`src/sv/ps2mpf_pkg.sv`:
```
// ps2mpf_pkg: shared types and codes for the ps2 mouse packet queue
// used by ps2mpf_queue, ps2_mouse_packet_fifo_core and ps2mpf_checker
// no dependencies
package ps2mpf_pkg;

   localparam int unsigned BUTTON_W = 3;
   localparam int unsigned MOTION_W = 8;
   localparam int unsigned BYTE_W   = 8;

   // request opcode carried on req_op
   typedef enum logic {
      OP_BYTE = 1'b0,
      OP_READ = 1'b1
   } op_type;

   // which byte of the packet comes next
   typedef enum logic [1:0] {
      PHASE_BUTTONS = 2'd0,
      PHASE_X       = 2'd1,
      PHASE_Y       = 2'd2
   } phase_type;

   // one queued packet
   typedef struct packed {
      logic [BUTTON_W-1:0]        buttons;
      logic signed [MOTION_W-1:0] x;
      logic signed [MOTION_W-1:0] y;
   } packet_type;

   // queue commands from the assembler
   typedef struct packed {
      logic push;
      logic pop;
   } queue_ctrl_type;

   // queue occupancy flags
   typedef struct packed {
      logic empty;
      logic full;
   } queue_status_type;

endpackage

```
`src/sv/ps2_mouse_packet_fifo_core.sv`:
```
// ps2_mouse_packet_fifo_core: ps2 mouse byte assembler feeding a packet queue
// depends on ps2mpf_pkg and ps2mpf_queue
//
//   channel  | handshake           | fields                                  | beat
//   req, in  | req_valid/req_ready | req_op, req_data_byte                   | mouse byte or read
//   rsp, out | rsp_valid/rsp_ready | rsp_packet_valid, rsp_button_bits, x/y  | one per read
//
// one req beat per cycle while req_ready is high; a read answers in the next cycle from the registered
// storage read port, which sets the latency
// req_ready drops only while a response sits unclaimed with rsp_ready low
// byte beats and reads go through the same registered update of phase,
// pointers and fill count
// synchronous reset clears phase, held bytes, pointers, count and rsp_valid;
// storage contents are not cleared (only counted entries are ever read)
module ps2_mouse_packet_fifo_core #(
   parameter int unsigned QUEUE_DEPTH = 64
) (
   input  logic        clock,
   input  logic        reset,
   // request channel
   input  logic        req_valid,
   output logic        req_ready,
   input  logic        req_op,
   input  logic [7:0]  req_data_byte,
   // response channel
   output logic        rsp_valid,
   input  logic        rsp_ready,
   output logic        rsp_packet_valid,
   output logic [2:0]  rsp_button_bits,
   output logic signed [7:0] rsp_x_motion,
   output logic signed [7:0] rsp_y_motion
);

   // handshake and decode
   logic accept;
   logic is_byte;
   logic is_read;

   // byte phase state machine
   ps2mpf_pkg::phase_type phase_ff, phase_in;
   logic load_buttons;
   logic load_x;
   logic complete;

   // held first and second bytes
   logic [ps2mpf_pkg::BUTTON_W-1:0] held_buttons_ff;
   logic [ps2mpf_pkg::MOTION_W-1:0] held_x_ff;

   // queue interface
   ps2mpf_pkg::queue_ctrl_type   q_ctrl;
   ps2mpf_pkg::queue_status_type q_status;
   ps2mpf_pkg::packet_type       wr_packet;
   ps2mpf_pkg::packet_type       rd_packet;

   // response register
   logic rsp_valid_ff, rsp_valid_in;
   logic rsp_packet_valid_ff;

   // stall only when a response is pending and not being taken
   assign req_ready = !rsp_valid_ff || rsp_ready;
   assign accept    = req_valid && req_ready;
   assign is_byte   = accept && (ps2mpf_pkg::op_type'(req_op) == ps2mpf_pkg::OP_BYTE);
   assign is_read   = accept && (ps2mpf_pkg::op_type'(req_op) == ps2mpf_pkg::OP_READ);

   // next phase: advance on every byte beat, wrap after the third
   always_comb begin
      phase_in = phase_ff;
      case (phase_ff)
         ps2mpf_pkg::PHASE_BUTTONS: if (is_byte) phase_in = ps2mpf_pkg::PHASE_X;
         ps2mpf_pkg::PHASE_X:       if (is_byte) phase_in = ps2mpf_pkg::PHASE_Y;
         ps2mpf_pkg::PHASE_Y:       if (is_byte) phase_in = ps2mpf_pkg::PHASE_BUTTONS;
         default:                   if (is_byte) phase_in = ps2mpf_pkg::PHASE_X;
      endcase
   end

   // phase outputs: which byte gets captured, and packet completion
   always_comb begin
      load_buttons = 1'b0;
      load_x       = 1'b0;
      complete     = 1'b0;
      case (phase_ff)
         ps2mpf_pkg::PHASE_BUTTONS: load_buttons = is_byte;
         ps2mpf_pkg::PHASE_X:       load_x       = is_byte;
         ps2mpf_pkg::PHASE_Y:       complete     = is_byte;
         default:                   load_buttons = is_byte;
      endcase
   end

   always_ff @(posedge clock) begin
      if (reset) begin
         phase_ff        <= ps2mpf_pkg::PHASE_BUTTONS;
         held_buttons_ff <= '0;
         held_x_ff       <= '0;
      end else begin
         phase_ff <= phase_in;
         if (load_buttons) begin
            held_buttons_ff <= req_data_byte[ps2mpf_pkg::BUTTON_W-1:0];
         end
         if (load_x) begin
            held_x_ff <= req_data_byte;
         end
      end
   end

   // packet build; y is the third byte negated with 8-bit wrap
   assign wr_packet.buttons = held_buttons_ff;
   assign wr_packet.x       = held_x_ff;
   assign wr_packet.y       = ps2mpf_pkg::MOTION_W'(8'd0 - req_data_byte);

   // full queue drops the packet; empty queue answers with no packet
   assign q_ctrl.push = complete && !q_status.full;
   assign q_ctrl.pop  = is_read && !q_status.empty;

   ps2mpf_queue #(
      .QUEUE_DEPTH (QUEUE_DEPTH)
   ) u_queue (
      .clock     (clock),
      .reset     (reset),
      .ctrl      (q_ctrl),
      .wr_packet (wr_packet),
      .status    (q_status),
      .rd_packet (rd_packet)
   );

   // response valid: set by a read beat, cleared once taken
   always_comb begin
      rsp_valid_in = rsp_valid_ff;
      if (is_read) begin
         rsp_valid_in = 1'b1;
      end else if (rsp_ready) begin
         rsp_valid_in = 1'b0;
      end
   end

   always_ff @(posedge clock) begin
      if (reset) begin
         rsp_valid_ff <= 1'b0;
      end else begin
         rsp_valid_ff <= rsp_valid_in;
      end
   end

   always_ff @(posedge clock) begin
      if (is_read) begin
         rsp_packet_valid_ff <= !q_status.empty;
      end
   end

   // empty answer shows zeros in every field
   assign rsp_valid        = rsp_valid_ff;
   assign rsp_packet_valid = rsp_packet_valid_ff;
   assign rsp_button_bits  = rsp_packet_valid_ff ? rd_packet.buttons : '0;
   assign rsp_x_motion     = rsp_packet_valid_ff ? rd_packet.x : '0;
   assign rsp_y_motion     = rsp_packet_valid_ff ? rd_packet.y : '0;

endmodule

```
`src/sv/ps2mpf_queue.sv`:
```
// ps2mpf_queue: circular packet store with pointers and fill count
// depends on ps2mpf_pkg
// read data is registered and held until the next pop
module ps2mpf_queue #(
   parameter int unsigned QUEUE_DEPTH = 64
) (
   input  logic                         clock,
   input  logic                         reset,
   input  ps2mpf_pkg::queue_ctrl_type   ctrl,
   input  ps2mpf_pkg::packet_type       wr_packet,
   output ps2mpf_pkg::queue_status_type status,
   output ps2mpf_pkg::packet_type       rd_packet
);

   localparam int unsigned PTR_W = (QUEUE_DEPTH > 1) ? $clog2(QUEUE_DEPTH) : 1;
   localparam int unsigned CNT_W = $clog2(QUEUE_DEPTH + 1);
   localparam logic [PTR_W-1:0] PTR_LAST = PTR_W'(QUEUE_DEPTH - 1);
   localparam logic [CNT_W-1:0] CNT_FULL = CNT_W'(QUEUE_DEPTH);

   ps2mpf_pkg::packet_type mem [QUEUE_DEPTH];
   ps2mpf_pkg::packet_type rd_packet_ff;

   logic [PTR_W-1:0] wr_ptr_ff, wr_ptr_in;
   logic [PTR_W-1:0] rd_ptr_ff, rd_ptr_in;
   logic [CNT_W-1:0] count_ff,  count_in;

   assign status.empty = (count_ff == '0);
   assign status.full  = (count_ff == CNT_FULL);
   assign rd_packet    = rd_packet_ff;

   always_comb begin
      wr_ptr_in = wr_ptr_ff;
      rd_ptr_in = rd_ptr_ff;
      count_in  = count_ff;
      if (ctrl.push) begin
         wr_ptr_in = (wr_ptr_ff == PTR_LAST) ? '0 : wr_ptr_ff + PTR_W'(1);
         count_in  = count_ff + CNT_W'(1);
      end else if (ctrl.pop) begin
         rd_ptr_in = (rd_ptr_ff == PTR_LAST) ? '0 : rd_ptr_ff + PTR_W'(1);
         count_in  = count_ff - CNT_W'(1);
      end
   end

   always_ff @(posedge clock) begin
      if (reset) begin
         wr_ptr_ff <= '0;
         rd_ptr_ff <= '0;
         count_ff  <= '0;
      end else begin
         wr_ptr_ff <= wr_ptr_in;
         rd_ptr_ff <= rd_ptr_in;
         count_ff  <= count_in;
      end
   end

   // storage write port
   always_ff @(posedge clock) begin
      if (ctrl.push) begin
         mem[wr_ptr_ff] <= wr_packet;
      end
   end

   // storage read port, registered
   always_ff @(posedge clock) begin
      if (ctrl.pop) begin
         rd_packet_ff <= mem[rd_ptr_ff];
      end
   end

endmodule

```
`config.mk`:
```
export PLATFORM = sky130hd
export DESIGN_NAME = ps2_mouse_packet_fifo_core
export DESIGN_NICKNAME = d
export VERILOG_FILES = /design/src/sv/ps2mpf_pkg.sv /design/src/sv/ps2_mouse_packet_fifo_core.sv /design/src/sv/ps2mpf_queue.sv
export SDC_FILE = /design/constraint.sdc
export NUM_CORES = 1
export LEC_CHECK = 0
export BUFFER_PORTS_ARGS = -buffer_cell sky130_fd_sc_hd__buf_2
export CORE_ASPECT_RATIO = 1.2
export CORE_MARGIN = 4
export CORE_UTILIZATION = 35
export DETAILED_ROUTE_END_ITERATION = 10
export GPL_TIMING_DRIVEN = 0
export SETUP_SLACK_MARGIN = 0.4
export SYNTH_ARGS = -nofsm -noshare
export SYNTH_HDL_FRONTEND = slang
export SYNTH_SLANG_ARGS = --single-unit
```
`constraint.sdc`:
```
create_clock -name clock -period 10.7 [get_ports clock]
set_clock_uncertainty 0.05 [all_clocks]
set_input_delay 0.535 -clock clock [delete_from_list [all_inputs] [get_ports clock]]
set_output_delay 0.535 -clock clock [all_outputs]
set_load 0.01 [all_outputs]
```
# After elaboration in Yosys (flattened, before gate mapping)
# Memories as Yosys holds them, arrays and structs flattened. A register that Yosys moved wholly into a read port is not among the register bits.
# Index checks and enable logic that the tools add are counted.
[totals]
regBits = 34
ramBits = 1216
inputBits = 13
n_memories = 1
[mem_list]
columns = ["memory", "depth", "width", "read_ports", "rd_ports_with_merged_regs", "write_ports", "line_no", "rtl"]
rows = [
  ["u_queue.mem", 64, 19, 1, 1, 1, "ps2mpf_queue.sv:20", "ps2mpf_pkg::packet_type mem [QUEUE_DEPTH];"],
]
[op_classes]
addsub = 5
eq_ne = 5
n_mux = 18
bitwise_logic = 2
reduce_logical = 14
[op_table]
columns = ["cell", "n"]
rows = [
  ["two-way mux 8 bit", 2],
  ["two-way mux 7 bit", 2],
  ["adder 6 x 1 -> 6 bit, second input constant", 2],
  ["equality test 6 bit, second input constant", 2],
  ["two-way mux 6 bit", 2],
  ["subtractor 1 x 8 -> 8 bit, first input constant", 1],
  ["adder 7 x 1 -> 7 bit, second input constant", 1],
  ["equality test 7 bit, second input constant", 1],
  ["zero test 7 bit", 1],
  ["two-way mux 1 bit", 7],
  ["subtractor 7 x 1 -> 7 bit, second input constant", 1],
  ["two-way mux 2 bit", 3],
  ["logical AND 1 bit", 5],
  ["one-hot mux 2 bit (2 select lines)", 1],
  ["nonzero test 2 bit", 2],
  ["zero test 1 bit", 3],
  ["two-way mux 3 bit", 1],
  ["equality test 2 x 1 -> 1 bit, second input constant", 1],
  ["equality test 2 bit, second input constant", 1],
  ["NOT 1 bit", 2],
  ["AND reduction 2 bit", 1],
  ["OR reduction 2 bit", 1],
  ["logical OR 1 bit", 1],
]

# Logic depth before layout (Yosys ltp)
# Gate-level depths: netlist of run 1.
[depth]
depth_word = 8
depth_mapped = 11
ltp_nobuf = 11

# Cells and area by module
# A second synthesis of run 1 with hierarchy kept.
[hier_totals]
hier_cells = 2278
hier_area_um2 = 48940.7
[modules_own_cells]
columns = ["module", "n_inst", "cells_each", "area_each_um2", "seq_area_each_um2"]
rows = [
  ["ps2mpf_queue", 1, 2171, 48024.8, 37465.9],
  ["ps2_mouse_packet_fifo_core", 1, 107, 915.9, 310.3],
]

# Worst setup path before layout of run 1
# Ideal clock, no wire load.
[synth_timing]
path_kind = "input-to-reg"
start = "input port req_data_byte[0]"
end = "memory u_queue.mem[0][6] (netlist name) (data pin)"
setup_time_ns = 0.569
arrival_time_ns = 2.787
required_time_ns = 10.081
setup_slack_ns = 7.294
path_stages = 5
path_buffers = 0
path_cell_list = "inv_1 > ha_1 > nand2_1 > nor3_1 > xnor2_1"
[synth_rtl]
columns = ["element", "line_no", "rtl"]
rows = [
  ["from (decl)", "ps2_mouse_packet_fifo_core.sv:24", "input logic [7:0] req_data_byte,"],
  ["to (decl)", "ps2mpf_queue.sv:20", ""],
]

==> out/metrics.yaml, run 1 <==
status: "finished clean"
synth_top_family_by_area: "multiplexers"
setup.worst_path.end_class: "flip-flop"
min_period_ns: 4.30
drive_gt1_share_pct: 26.9
drtIter0Drc: 2687
cp.arrival_ns: 4.66
die_h_um: 416
yosysUniqueCellTypes: 54
initial_core_util_pct: 35.3
path_max_fanout: 10
finalNonFillerCells: 4410
route.detailed.drc: 0
syn_area_sq_um: 48600
cts_setup_buffers: 0
numPlacedInstances: 4191
fillers: 11800
antenna_violating_nets_post_route: 0
total_power_mw: 11.3
regToRegSetupSlack_ns: 6.40
grt_pass1_vias: 24700
ctsHoldBuffers: 0
drt-total-wl_um: 124000
hold_class: "primary input to flip-flop"
nNetsFinal: 2523
globalplace.congestion: 0.881
power_density_nw_per_um2: 199
met1_length_um: 45700
synth-compound-area-share_pct: 4.24
setup_viol: 0
reg2reg_depth: 7
grt_pass1_wl_um: 177000
criticalPathCategory: "flip-flop to flip-flop"
dr.pass1.iters: 5
yosys.area_share.simple_pct: 2.09
path_delay_family: "buffers and inverters"
syn_inst: 2252
dr_wl_met3_um: 8580
clk_pin_slew_ns: 0.07
cp.depth: 7
synth_mux_area_share_pct: 14.1
cts.repair.resized: 0
topRoutingLayerUsed: "met4"
grt_overflow_total: 0
setup-tns-final_ns: 0
synth_edf_count: 1236
finalHoldViolations: 0
fmax_mhz: 232
antenna_found_initial: 4
placement.io_buffers: 34
final_util_pct: 41.2
die_w_um: 348
die_area_sq_um: 145000
io-pin-count: 35
leakage_nw: 16.7
relSlewSlack_pct: 30.9
max_stage_delay_ns: 0.79
wl_met2_um: 65400
synth-async-reset-ratio_pct: 0
root_buffer: "clkbuf_16"
path_cells: "buf_2 -> clkbuf_1 -> buf_1 -> mux4_2 -> a211oi_1 -> a211o_1 -> o221ai_1"
dp_hpwl_um: 84000
ir_worst_vdd_uv: 146
rows: 149
clkLatencyLatePin_ns: 0.70
tritoncts: "done"
register_area_sq_um: 37800
cts.sinks: 1269
max-cap-violations: 0
vias: 24000
fin_crit_sh_pct: 40.2
synth-xor-area-share_pct: 0.324
routed_via_density: 5.45
cts_made_buffers: 117
yosys_warnings: 0
syn_area_per_cell_sq_um: 21.6
synth_top_flop_cell: "edfxtp_1"
syn2layout_area_growth_pct: 16.8
wire_per_inst_um: 28.0
critPathBufInv: 3
rsz0062_at_grt: "no"
grt_max_degree: 69
synth_fp_nets: 2277
track_usage_pct: 16.8
cp-start-kind: "flip-flop"
synth_fa_ha_area_share_pct: 0.324
min_path_cells: 3
ys_ff_latch: 1269
critPathSlowestCell: "buf_1"
yosysSeqAreaShare_pct: 77.7
clock_tree.buffer_depth: 3
core_sq_um: 138000
worst_pin_slew_ns: 1.03
critPathRequiredTime_ns: 11.06
multiInputGateArea_sq_um: 10500
timing.hold.ws_ns: 0.0847
htree_levels: 3
slew_viol_final: 0
power by group:
group / internal [mW] / switching [mW] / leakage (nW) / total [mW]
clock network: 2.43 / 1.77 / 1.87 / 4.19
logic: 0.698 / 0.891 / 3.97 / 1.59
registers: 5.49 / 0.0430 / 10.8 / 5.53
sequential cells by signal, indices dropped and copies added (netlist names):
signal and cells:
u_queue.rd_packet 19, rsp_packet_valid 1, phase_ff 2, held_x_ff 8, rsp_valid 1, u_queue.rd_ptr_ff 6
held_buttons_ff 3, u_queue.wr_ptr_ff 6, u_queue.count_ff 7, u_queue.mem 1216
cells in the mapped netlist (23+ instances only):
library cell	instances	area share (%)
edfxtp_1	1236	76
and2_1	23	0.30
nand2_1	24	0.19
mux2i_1	76	1.6
dfxtp_1	33	1.4
a221oi_1	38	0.68
a22o_1	56	1.0
a211oi_1	36	0.56
a22oi_1	23	0.36
nor2_1	89	0.69
buf_2	41	0.42
clkbuf_1	66	0.51
o221ai_1	36	0.65
mux4_2	268	12
per-stage QoR:
step	instance area (sq um)	setup slack, ns
floorplan	48600	7.29
global placement	51100	3.07
detailed placement	52900	6.44
CTS	56800	6.40
global route	56800	6.32
finish	56800	6.40
placed cells by master, fill, tap and decap left out, types with 10 or more instances in the layout:
| master | instances |
|---|---|
| a211o_1 | 19 |
| buf_12 | 12 |
| edfxtp_1 | 1236 |
| nand2_1 | 24 |
| and2_1 | 23 |
| a221oi_1 | 38 |
| dfxtp_1 | 22 |
| mux4_2 | 268 |
| nor2_2 | 64 |
| a22o_1 | 56 |
| a22oi_1 | 23 |
| bufinv_16 | 15 |
| clkinv_2 | 15 |
| clkinv_1 | 24 |
| dfxtp_2 | 10 |
| mux2i_1 | 76 |
| buf_8 | 61 |
| buf_16 | 14 |
| clkbuf_16 | 120 |
| o22ai_1 | 19 |
| o221ai_1 | 36 |
| ha_1 | 10 |
| buf_1 | 21 |
| a211oi_1 | 36 |
| clkbuf_1 | 96 |
| a21oi_1 | 20 |
| buf_2 | 74 |
| nor2_1 | 25 |
| nand3_1 | 19 |
| inv_1 | 13 |
| nor2b_1 | 10 |
final timing paths:
check | to | from
worst max-delay path | u_queue.rd_packet[10]$_DFFE_PP_ | u_queue.rd_ptr_ff[1]$_SDFFE_PP0P_
worst min-delay path | held_x_ff[7]$_SDFFE_PP0P_ | req_data_byte[7]
worst max register to register | u_queue.rd_packet[10]$_DFFE_PP_ | u_queue.rd_ptr_ff[1]$_SDFFE_PP0P_
worst min register to register | phase_ff[0]$_SDFFE_PP0N_ | phase_ff[0]$_SDFFE_PP0N_
worst min-delay path, cell delays in order:
cell,delay (ns)
buf_2,0.12
nand3_1,0.07
a21oi_1,0.05
final cells by class:
type / count / share of cell area [%]
diodes: 3 / 0.0132
repair buffers: 127 / 3.14
clock inverters: 64 / 1.27
inverters: 13 / 0.0859
clock buffers: 152 / 5.54
plain buffers: 132 / 0.996
multi-input cells: 838 / 18.4
flip-flops and latches: 1269 / 66.6
well taps: 1812 / 3.99
logic make-up (layout without fill, tap and decap cells):
| group | after synthesis | count (layout) |
|---|---|---|
| DFF | 1269 | 1269 |
| muxes | 347 | 347 |
| adders and majority gates | 12 | 12 |
| and+or+nand+nor | 202 | 202 |
| AOI/OAI and AO/OA | 259 | 259 |
| buffers and inverters | 145 | 488 |
| xor gates and xnor gates | 18 | 18 |
| other | 0 | 3 |
layer usage:
| layer | vias up | track usage (%) |
|---|---|---|
| met5 | - | 0 |
| met3 | 203 | 3.22 |
| met4 | 0 | 5.78 |
| met1 | 12900 | 20.3 |
| li1 | 10100 | - |
| met2 | 922 | 30.2 |
(Power assumes the default switching activity.)
==> run 2, diff against run 1 <==
==> constraint.sdc (replaced) <==
create_clock -name clock -period 3.5 [get_ports clock]
set_clock_uncertainty 0.05 [all_clocks]
set_input_delay 0.175 -clock clock [delete_from_list [all_inputs] [get_ports clock]]
set_output_delay 0.175 -clock clock [all_outputs]
set_load 0.01 [all_outputs]
==> run 2 against run 1 <==
Global-route usage increased by 0.33 points; combinational power grew to 3.4 times the previous value; register-to-register slack worse by 6.1 ns; first-iteration DRC count increased by 4.3%; largest power group unchanged.
==> out/metrics.yaml, run 2 (synthesis gave the netlist of run 1 again) <==
cts.sinks: 1269  # unchanged
power_density_nw_per_um2: 600  # +200%
antenna_found_initial: 7  # +3
rsz0062_at_grt: "yes"
htree_levels: 3  # unchanged
cp.arrival_ns: 3.76  # -0.90 ns
grt_pass1_vias: 25100  # +1.7%
setup_viol: 0  # unchanged
root_buffer: "clkbuf_16"
use_met2_pct: 30.5  # +0.30 points
globalplace.congestion: 0.865  # -1.8%
grt_max_degree: 69  # unchanged
drive_gt1_share_pct: 32.6  # +5.7 points
drtIter0Drc: 2802  # +4.3%
dr.pass1.iters: 5  # unchanged
slew_viol_final: 0  # unchanged
layout_commonest_cell: "edfxtp_1"
busiest_layer: "met2"
max-cap-violations: 0  # unchanged
reg2reg_depth: 12  # +5
cts_made_buffers: 118  # +0.85%
criticalPathCategory: "flip-flop to flip-flop"
final_util_pct: 42.1  # +0.89 points
leakage_nw: 17.2  # +3.4%
critPathRequiredTime_ns: 4.03  # -7.03 ns
min_path_cells: 4  # +1
critPathBufInv: 3  # unchanged
min_period_ns: 3.23  # -1.07 ns
ir_worst_vdd_uv: 447  # +210%
cp-start-kind: "flip-flop"
antenna_violating_nets_post_route: 0  # unchanged
placement.io_buffers: 34  # unchanged
final_cell_mix: "1236 x edfxtp_1, 268 x mux4_2, 119 x clkbuf_16, 76 x mux2i_1, 56 x a22o_1"
route.detailed.drc: 0  # unchanged
place_area_sq_um: 53000  # +0.11%
cp.depth: 12  # +5
drt-total-wl_um: 126000  # +1.7%
critPathSlowestCell: "or4_4"
syn2layout_area_growth_pct: 19.3
die_h_um: 416  # unchanged
clk_pin_slew_ns: 0.06  # about the same
wire_per_inst_um: 28.2  # +0.69%
tritoncts: "done"
antenna_cells: 0  # -3
grt_pass1_wl_um: 181000  # +2.2%
io-pin-count: 35  # unchanged
grt_overflow_total: 0  # unchanged
track_usage_pct: 17.2  # +0.33 points
path_delay_family: "simple AND/OR/NAND/NOR gates"
vias: 24500  # +2.1%
largest_reg_flops: 1216  # unchanged
die_area_sq_um: 145000  # unchanged
routed_via_density: 5.51  # +1.1%
clock_tree.buffer_depth: 3  # unchanged
clkLatencyLatePin_ns: 0.71  # about the same
met1_usage_pct: 21.4  # +1.2 points
core_sq_um: 138000  # unchanged
die_w_um: 348  # unchanged
hold_class: "primary input to flip-flop"
path_max_fanout: 5  # -5
setup.worst_path.end_class: "flip-flop"
dp_hpwl_um: 84400  # +0.42%
path_cells: "or4_4 -> or4b_4 -> buf_6 -> and2_4 -> clkinvlp_4 -> buf_6 -> ha_4 -> a21o_1 -> a21oi_2 -> o21ai_2 -> mux2i_4 -> mux2_4"
initial_core_util_pct: 35.3  # unchanged
rows: 149  # unchanged
max_stage_delay_ns: 0.54  # -0.25 ns
grtUsageMet3_pct: 2.58  # -0.63 points
cpMostUsedCell: "buf_6"
fmax_mhz: 310  # +33%
final_area_sq_um: 58000  # +2.2%
regMostFlops: "u_queue.mem"
fin_crit_sh_pct: 92.2  # +52 points
finalHoldViolations: 0  # unchanged
setup-tns-final_ns: 0  # unchanged
status: "finished clean"
relSlewSlack_pct: 7.61  # -23 points
dp_slack_ns: -1.02  # -7.46 ns
worst_pin_slew_ns: 1.39  # +0.353 ns
layout_setup_ws_ns: 0.272  # -6.13 ns
nNetsFinal: 2572  # +1.9%
==> run 2: cell count changes in the layout (fill, tap and decap cells not counted), moves of 20 or more <==
cell and delta:
buf_4 +48, clkbuf_1 -41, buf_2 -32, clkbuf_2 +31, nor2_4 +23, nor2_2 -21, a211oi_1 -20, a211oi_2 +20
==> run 2: worst reg2reg max path: stages (launching register included) <==
cell and delay, ns:
dfxtp_2 0.33, or4_4 0.54, or4b_4 0.50, buf_6 0.13, and2_4 0.14, clkinvlp_4 0.13
buf_6 0.12, ha_4 0.21, a21o_1 0.17, a21oi_2 0.19, o21ai_2 0.11, mux2i_4 0.19
mux2_4 0.31
==> run 2: path summary, 6_finish.rpt <==
| check | end | slack (ns) | from |
|---|---|---|---|
| setup / recovery | u_queue.count_ff[6]$_SDFFE_PP0P_ | 0.27 | u_queue.count_ff[3]$_SDFFE_PP0P_ |
| hold / removal | held_buttons_ff[1]$_SDFFE_PP0P_ | 0.30 | req_data_byte[1] |
| setup reg to reg | u_queue.count_ff[6]$_SDFFE_PP0P_ | 0.27 | u_queue.count_ff[3]$_SDFFE_PP0P_ |
| hold reg to reg | phase_ff[0]$_SDFFE_PP0N_ | 0.48 | phase_ff[0]$_SDFFE_PP0N_ |
==> run 2: what timing repair did <==
| action | CTS | global route |
|---|---|---|
| hold buffers | 13 | 0 |
| gates resized for setup | 185 | 45 |
| buffers inserted | 25 | 14 |
| endpoints found under the hold margin | 20 | 0 |
| pin swaps | 16 | 12 |
| endpoints found under the setup margin | 1071 | 283 |
==> run 2: report_power, final <==
part	switching (mW)	internal, mW	leakage (nW)	total (mW)
clock network	5.38	7.10	1.85	12.5
logic	2.90	2.49	4.55	5.38
registers	0.132	16.8	10.8	16.9
total	8.41	26.4	17.2	34.8
==> run 2: cell type report <==
type                            instances  area [sq um]
Tap cell                             1812          2270
Inverter                               13          52.6
Timing Repair Buffer                  175          2360
Multi-Input combinational cell        838         11000
Fill cell                           11700         79800
Clock inverter                         69           663
Clock buffer                          145          3080
Buffer                                132           820
Sequential cell                      1269         37800
==> run 2: metal layers <==
layer | wire [um] | share of wire, %
met1 | 47300 | 38
met2 | 66100 | 53
met3 | 7890 | 6.3
met4 | 4320 | 3.4
met5 | 27 | 0.021
==> run 2: stage by stage <==
| step | total power, mW | std cells | hold WS (ns) |
|---|---|---|---|
| after floorplan | 20.4 | 2252 | 0.224 |
| after global placement | 22.0 | 4098 | 0.413 |
| after detailed placement | 22.2 | 4187 | 0.416 |
| after CTS | 35.0 | 4439 | 0.234 |
| after global routing | 36.0 | 4453 | 0.310 |
| final | 34.8 | 4453 | 0.297 |
==> run 3, diff against run 2 <==
--- a/config.mk
+++ b/config.mk
@@ -5,12 +5,15 @@
 export SDC_FILE = /design/constraint.sdc
 export NUM_CORES = 1
 export LEC_CHECK = 0
+export ABC_AREA = 1
 export BUFFER_PORTS_ARGS = -buffer_cell sky130_fd_sc_hd__buf_2
 export CORE_ASPECT_RATIO = 1.2
 export CORE_MARGIN = 4
 export CORE_UTILIZATION = 35
 export DETAILED_ROUTE_END_ITERATION = 10
 export GPL_TIMING_DRIVEN = 0
+export MAX_ROUTING_LAYER = met4
+export PLACE_DENSITY = 0.56
 export SETUP_SLACK_MARGIN = 0.4
 export SYNTH_ARGS = -nofsm -noshare
 export SYNTH_HDL_FRONTEND = slang
==> run 3 against run 2 <==
Sequential cell count is the same; largest cell class unchanged; power shrank 0.54%; register-to-register slack lost 0.08 ns; sequential power is essentially flat; setup slack lost 0.083 ns; via count grew 52%; critical path type unchanged; sequential share of layout area shrank 5.6 points; die area grew 11%; cell count grew 71%.
==> out/metrics.yaml, run 3 <==
status: "finished clean"
synth_top_area_share_pct: 68.4  # -7.9 points
max_stage_delay_ns: 0.66  # +0.12 ns
grt_overflow_total: 0  # unchanged
total_power_mw: 34.6  # -0.54%
path_delay_family: "simple AND/OR/NAND/NOR gates"
largest_reg_flops: 1216  # unchanged
grt_pass1_wl_um: 247000  # +37%
min_path_cells: 2  # -2
placement.io_buffers: 33  # -2.9%
initial_core_util_pct: 35.1  # -0.15 points
drtIter0Drc: 4097  # +46%
die_w_um: 367  # +5.5%
syn_area_per_cell_sq_um: 10.6  # -51%
track_usage_pct: 21.7  # +4.5 points
critPathSlowestCell: "nand3_2"
critPathBufInv: 1  # -2
leakage_nw: 25.3  # +47%
ir_worst_vdd_uv: 419  # -6.3%
die_h_um: 439  # +5.5%
synth_largest_area_cell: "edfxtp_1"
critPathRequiredTime_ns: 3.89  # -0.14 ns
tritoncts: "done"
relSlewSlack_pct: 29.9  # +22 points
rsz0062_at_grt: "yes"
fillers: 14600  # +25%
globalplace.congestion: 1.01  # +17%
max-cap-violations: 0  # unchanged
finalHoldViolations: 0  # unchanged
p_sw_share_pct: 27.1  # +2.9 points
cts.sinks: 1269  # unchanged
yosysUniqueCellTypes: 31  # -43%
path_cells: "nor2_1 -> and3_1 -> nand2_1 -> nand2_1 -> nor2_1 -> nand3_2 -> nor2_2 -> buf_8"
min_period_ns: 3.31  # +0.0835 ns
vias: 37300  # +52%
switchingPower_mw: 9.37  # +11%
synth_edf_count: 1236  # unchanged
wire_per_inst_um: 22.8  # -19%
fmax_mhz: 302  # -2.5%
io-pin-count: 35  # unchanged
route.detailed.drc: 0  # unchanged
rows: 158  # +6.0%
netlist_top_cells_area: "edfxtp_1 68%, nand2_1 11%, nand3_1 5.6%, inv_1 4.2%, nor2_1 3.3%"
drt-total-wl_um: 173000  # +38%
cp-start-kind: "flip-flop"
grt_max_degree: 66  # -4.3%
final_area_sq_um: 63500  # +9.4%
antenna_found_initial: 8  # +1
power.share.combinational_pct: 14.2  # -1.3 points
yosysSeqAreaShare_pct: 69.6  # -8.1 points
power_density_nw_per_um2: 545  # -9.1%
layout_setup_ws_ns: 0.189  # -0.0835 ns
antenna_violating_nets_post_route: 0  # unchanged
ys_ff_latch: 1269  # unchanged
setup.worst_path.end_class: "flip-flop"
met1_length_um: 68300  # +44%
drive_gt1_share_pct: 11.0  # -22 points
p_int_mw: 25.2  # -4.4%
fin_crit_sh_pct: 94.6  # +2.4 points
worst_pin_slew_ns: 1.05  # -0.340 ns
regToRegSetupSlack_ns: 0.19  # -0.08 ns
synth_fp_nets: 5157  # +130%
synth-async-reset-ratio_pct: 0  # unchanged
slew_viol_final: 0  # unchanged
grt_pass1_vias: 35300  # +41%
routed_via_density: 4.91  # -11%
core_sq_um: 154000  # +12%
topRoutingLayerUsed: "met4"
final_cell_mix: "1604 x nand2_1, 1236 x edfxtp_1, 609 x inv_1, 600 x nand3_1, 409 x nor2_1"
cp.arrival_ns: 3.71  # -0.05 ns
criticalPathCategory: "flip-flop to flip-flop"
clkLatencyLatePin_ns: 0.76  # +0.05 ns
cp.depth: 8  # -4
synth_top_flop_cell: "edfxtp_1"
regMostFlops: "u_queue.mem"
root_buffer: "clkbuf_16"
dp_slack_ns: -0.146  # +0.876 ns
syn2layout_area_growth_pct: 17.0
dr.pass1.iters: 6  # +1
yosys_warnings: 0  # unchanged
synth_commonest_cells: "1606 x nand2_1, 1236 x edfxtp_1, 610 x inv_1"
die_area_sq_um: 161000  # +11%
wl_met2_um: 83000  # +26%
timing.hold.ws_ns: 0.213  # -0.0844 ns
dp_hpwl_um: 122000  # +44%
path_max_fanout: 15  # +10
reg2reg_depth: 8  # -4
clk_pin_slew_ns: 0.06  # about the same
pwr-share-seq_pct: 48.5  # about the same
clkPwrFrac_pct: 37.2  # +1.3 points
syn_area_sq_um: 54300  # +12%
nNetsFinal: 5445  # +110%
syn_inst: 5132  # +130%
dr_wl_met3_um: 14100  # +79%
cts_made_buffers: 120  # +1.7%
layout_commonest_cell: "nand2_1"
place_area_sq_um: 59100  # +12%
hold_class: "primary input to flip-flop"
clock_tree.buffer_depth: 3  # unchanged
synth_most_common_cell: "nand2_1"
setup_viol: 0  # unchanged
htree_levels: 3  # unchanged
run 3: area by class of cell:
cell class                 instances  area, sq um  area share, %
antenna                            4         10.0         0.0158
tap                             2080         2600           4.10
clock inverter                    66          617          0.971
clock buffer                     158         3190           5.02
timing repair buffer             165         2300           3.62
buffer                           261         1640           2.59
multi-input combinational       2987        13000           20.5
inverter                         615         2310           3.65
sequential                      1269        37800           59.6
timing repair inverter             1         5.00        0.00788
run 3: routing by layer:
metal | vias up | GRT usage, %
met5 | - | -
met4 | 0 | 9.10
met3 | 295 | 3.39
met2 | 1597 | 35.5
met1 | 18000 | 26.9
li1 | 17400 | -
run 3: kinds of logic (layout without fill, tap and decap cells):
family | count (synthesis) | in the layout | synth area share (%)
AOI/OAI and AO/OA | 253 | 253 | 2.35
xor gates and xnor gates | 12 | 12 | 0.194
adders and majority gates | 12 | 12 | 0.291
buffers and inverters | 876 | 1266 | 7.28
DFF | 1269 | 1269 | 69.6
other | 0 | 4 | 0
and+or+nand+nor | 2710 | 2710 | 20.3
run 3: worst paths after layout:
check / start / end
max: u_queue.count_ff[0]$_SDFFE_PP0P_ / u_queue.mem[20][12]$_DFFE_PP_
min reg2reg: u_queue.rd_ptr_ff[5]$_SDFFE_PP0P_ / u_queue.rd_ptr_ff[5]$_SDFFE_PP0P_
min: req_data_byte[0] / u_queue.mem[28][0]$_DFFE_PP_
max reg2reg: u_queue.count_ff[0]$_SDFFE_PP0P_ / u_queue.mem[20][12]$_DFFE_PP_
run 3: per-stage QoR:
stage	std cells	util [%]	setup TNS, ns
2_1_floorplan	5132	-	0
3_3_place_gp	7245	36.9	-2809.67
3_5_place_dp	7340	38.3	-1.31
4_1_cts	7588	40.9	0
5_1_grt	7606	41.1	0
6_report	7606	41.1	0
run 3: power by group through the flow:
| stage | combinational [mW] | sequential (mW) | clock, mW |
|---|---|---|---|
| 2_1_floorplan | 2.82 | 17.1 | 0 |
| 3_3_place_gp | 4.68 | 17.2 | 0 |
| 4_1_cts | 4.88 | 16.8 | 13.1 |
| 5_1_grt | 5.33 | 16.8 | 13.7 |
| 6_report | 4.92 | 16.8 | 12.9 |
| 3_5_place_dp | 4.85 | 17.1 | 0 |
run 3: what timing repair did:
action / 4_1_cts / 5_1_grt
hold endpoints to repair: 92 / 0
cloned: 0 / 1
hold buffers: 21 / 0
setup endpoints to repair: 566 / 583
gates resized for setup: 18 / 25
buffers inserted: 3 / 13
pin swaps: 2 / 5
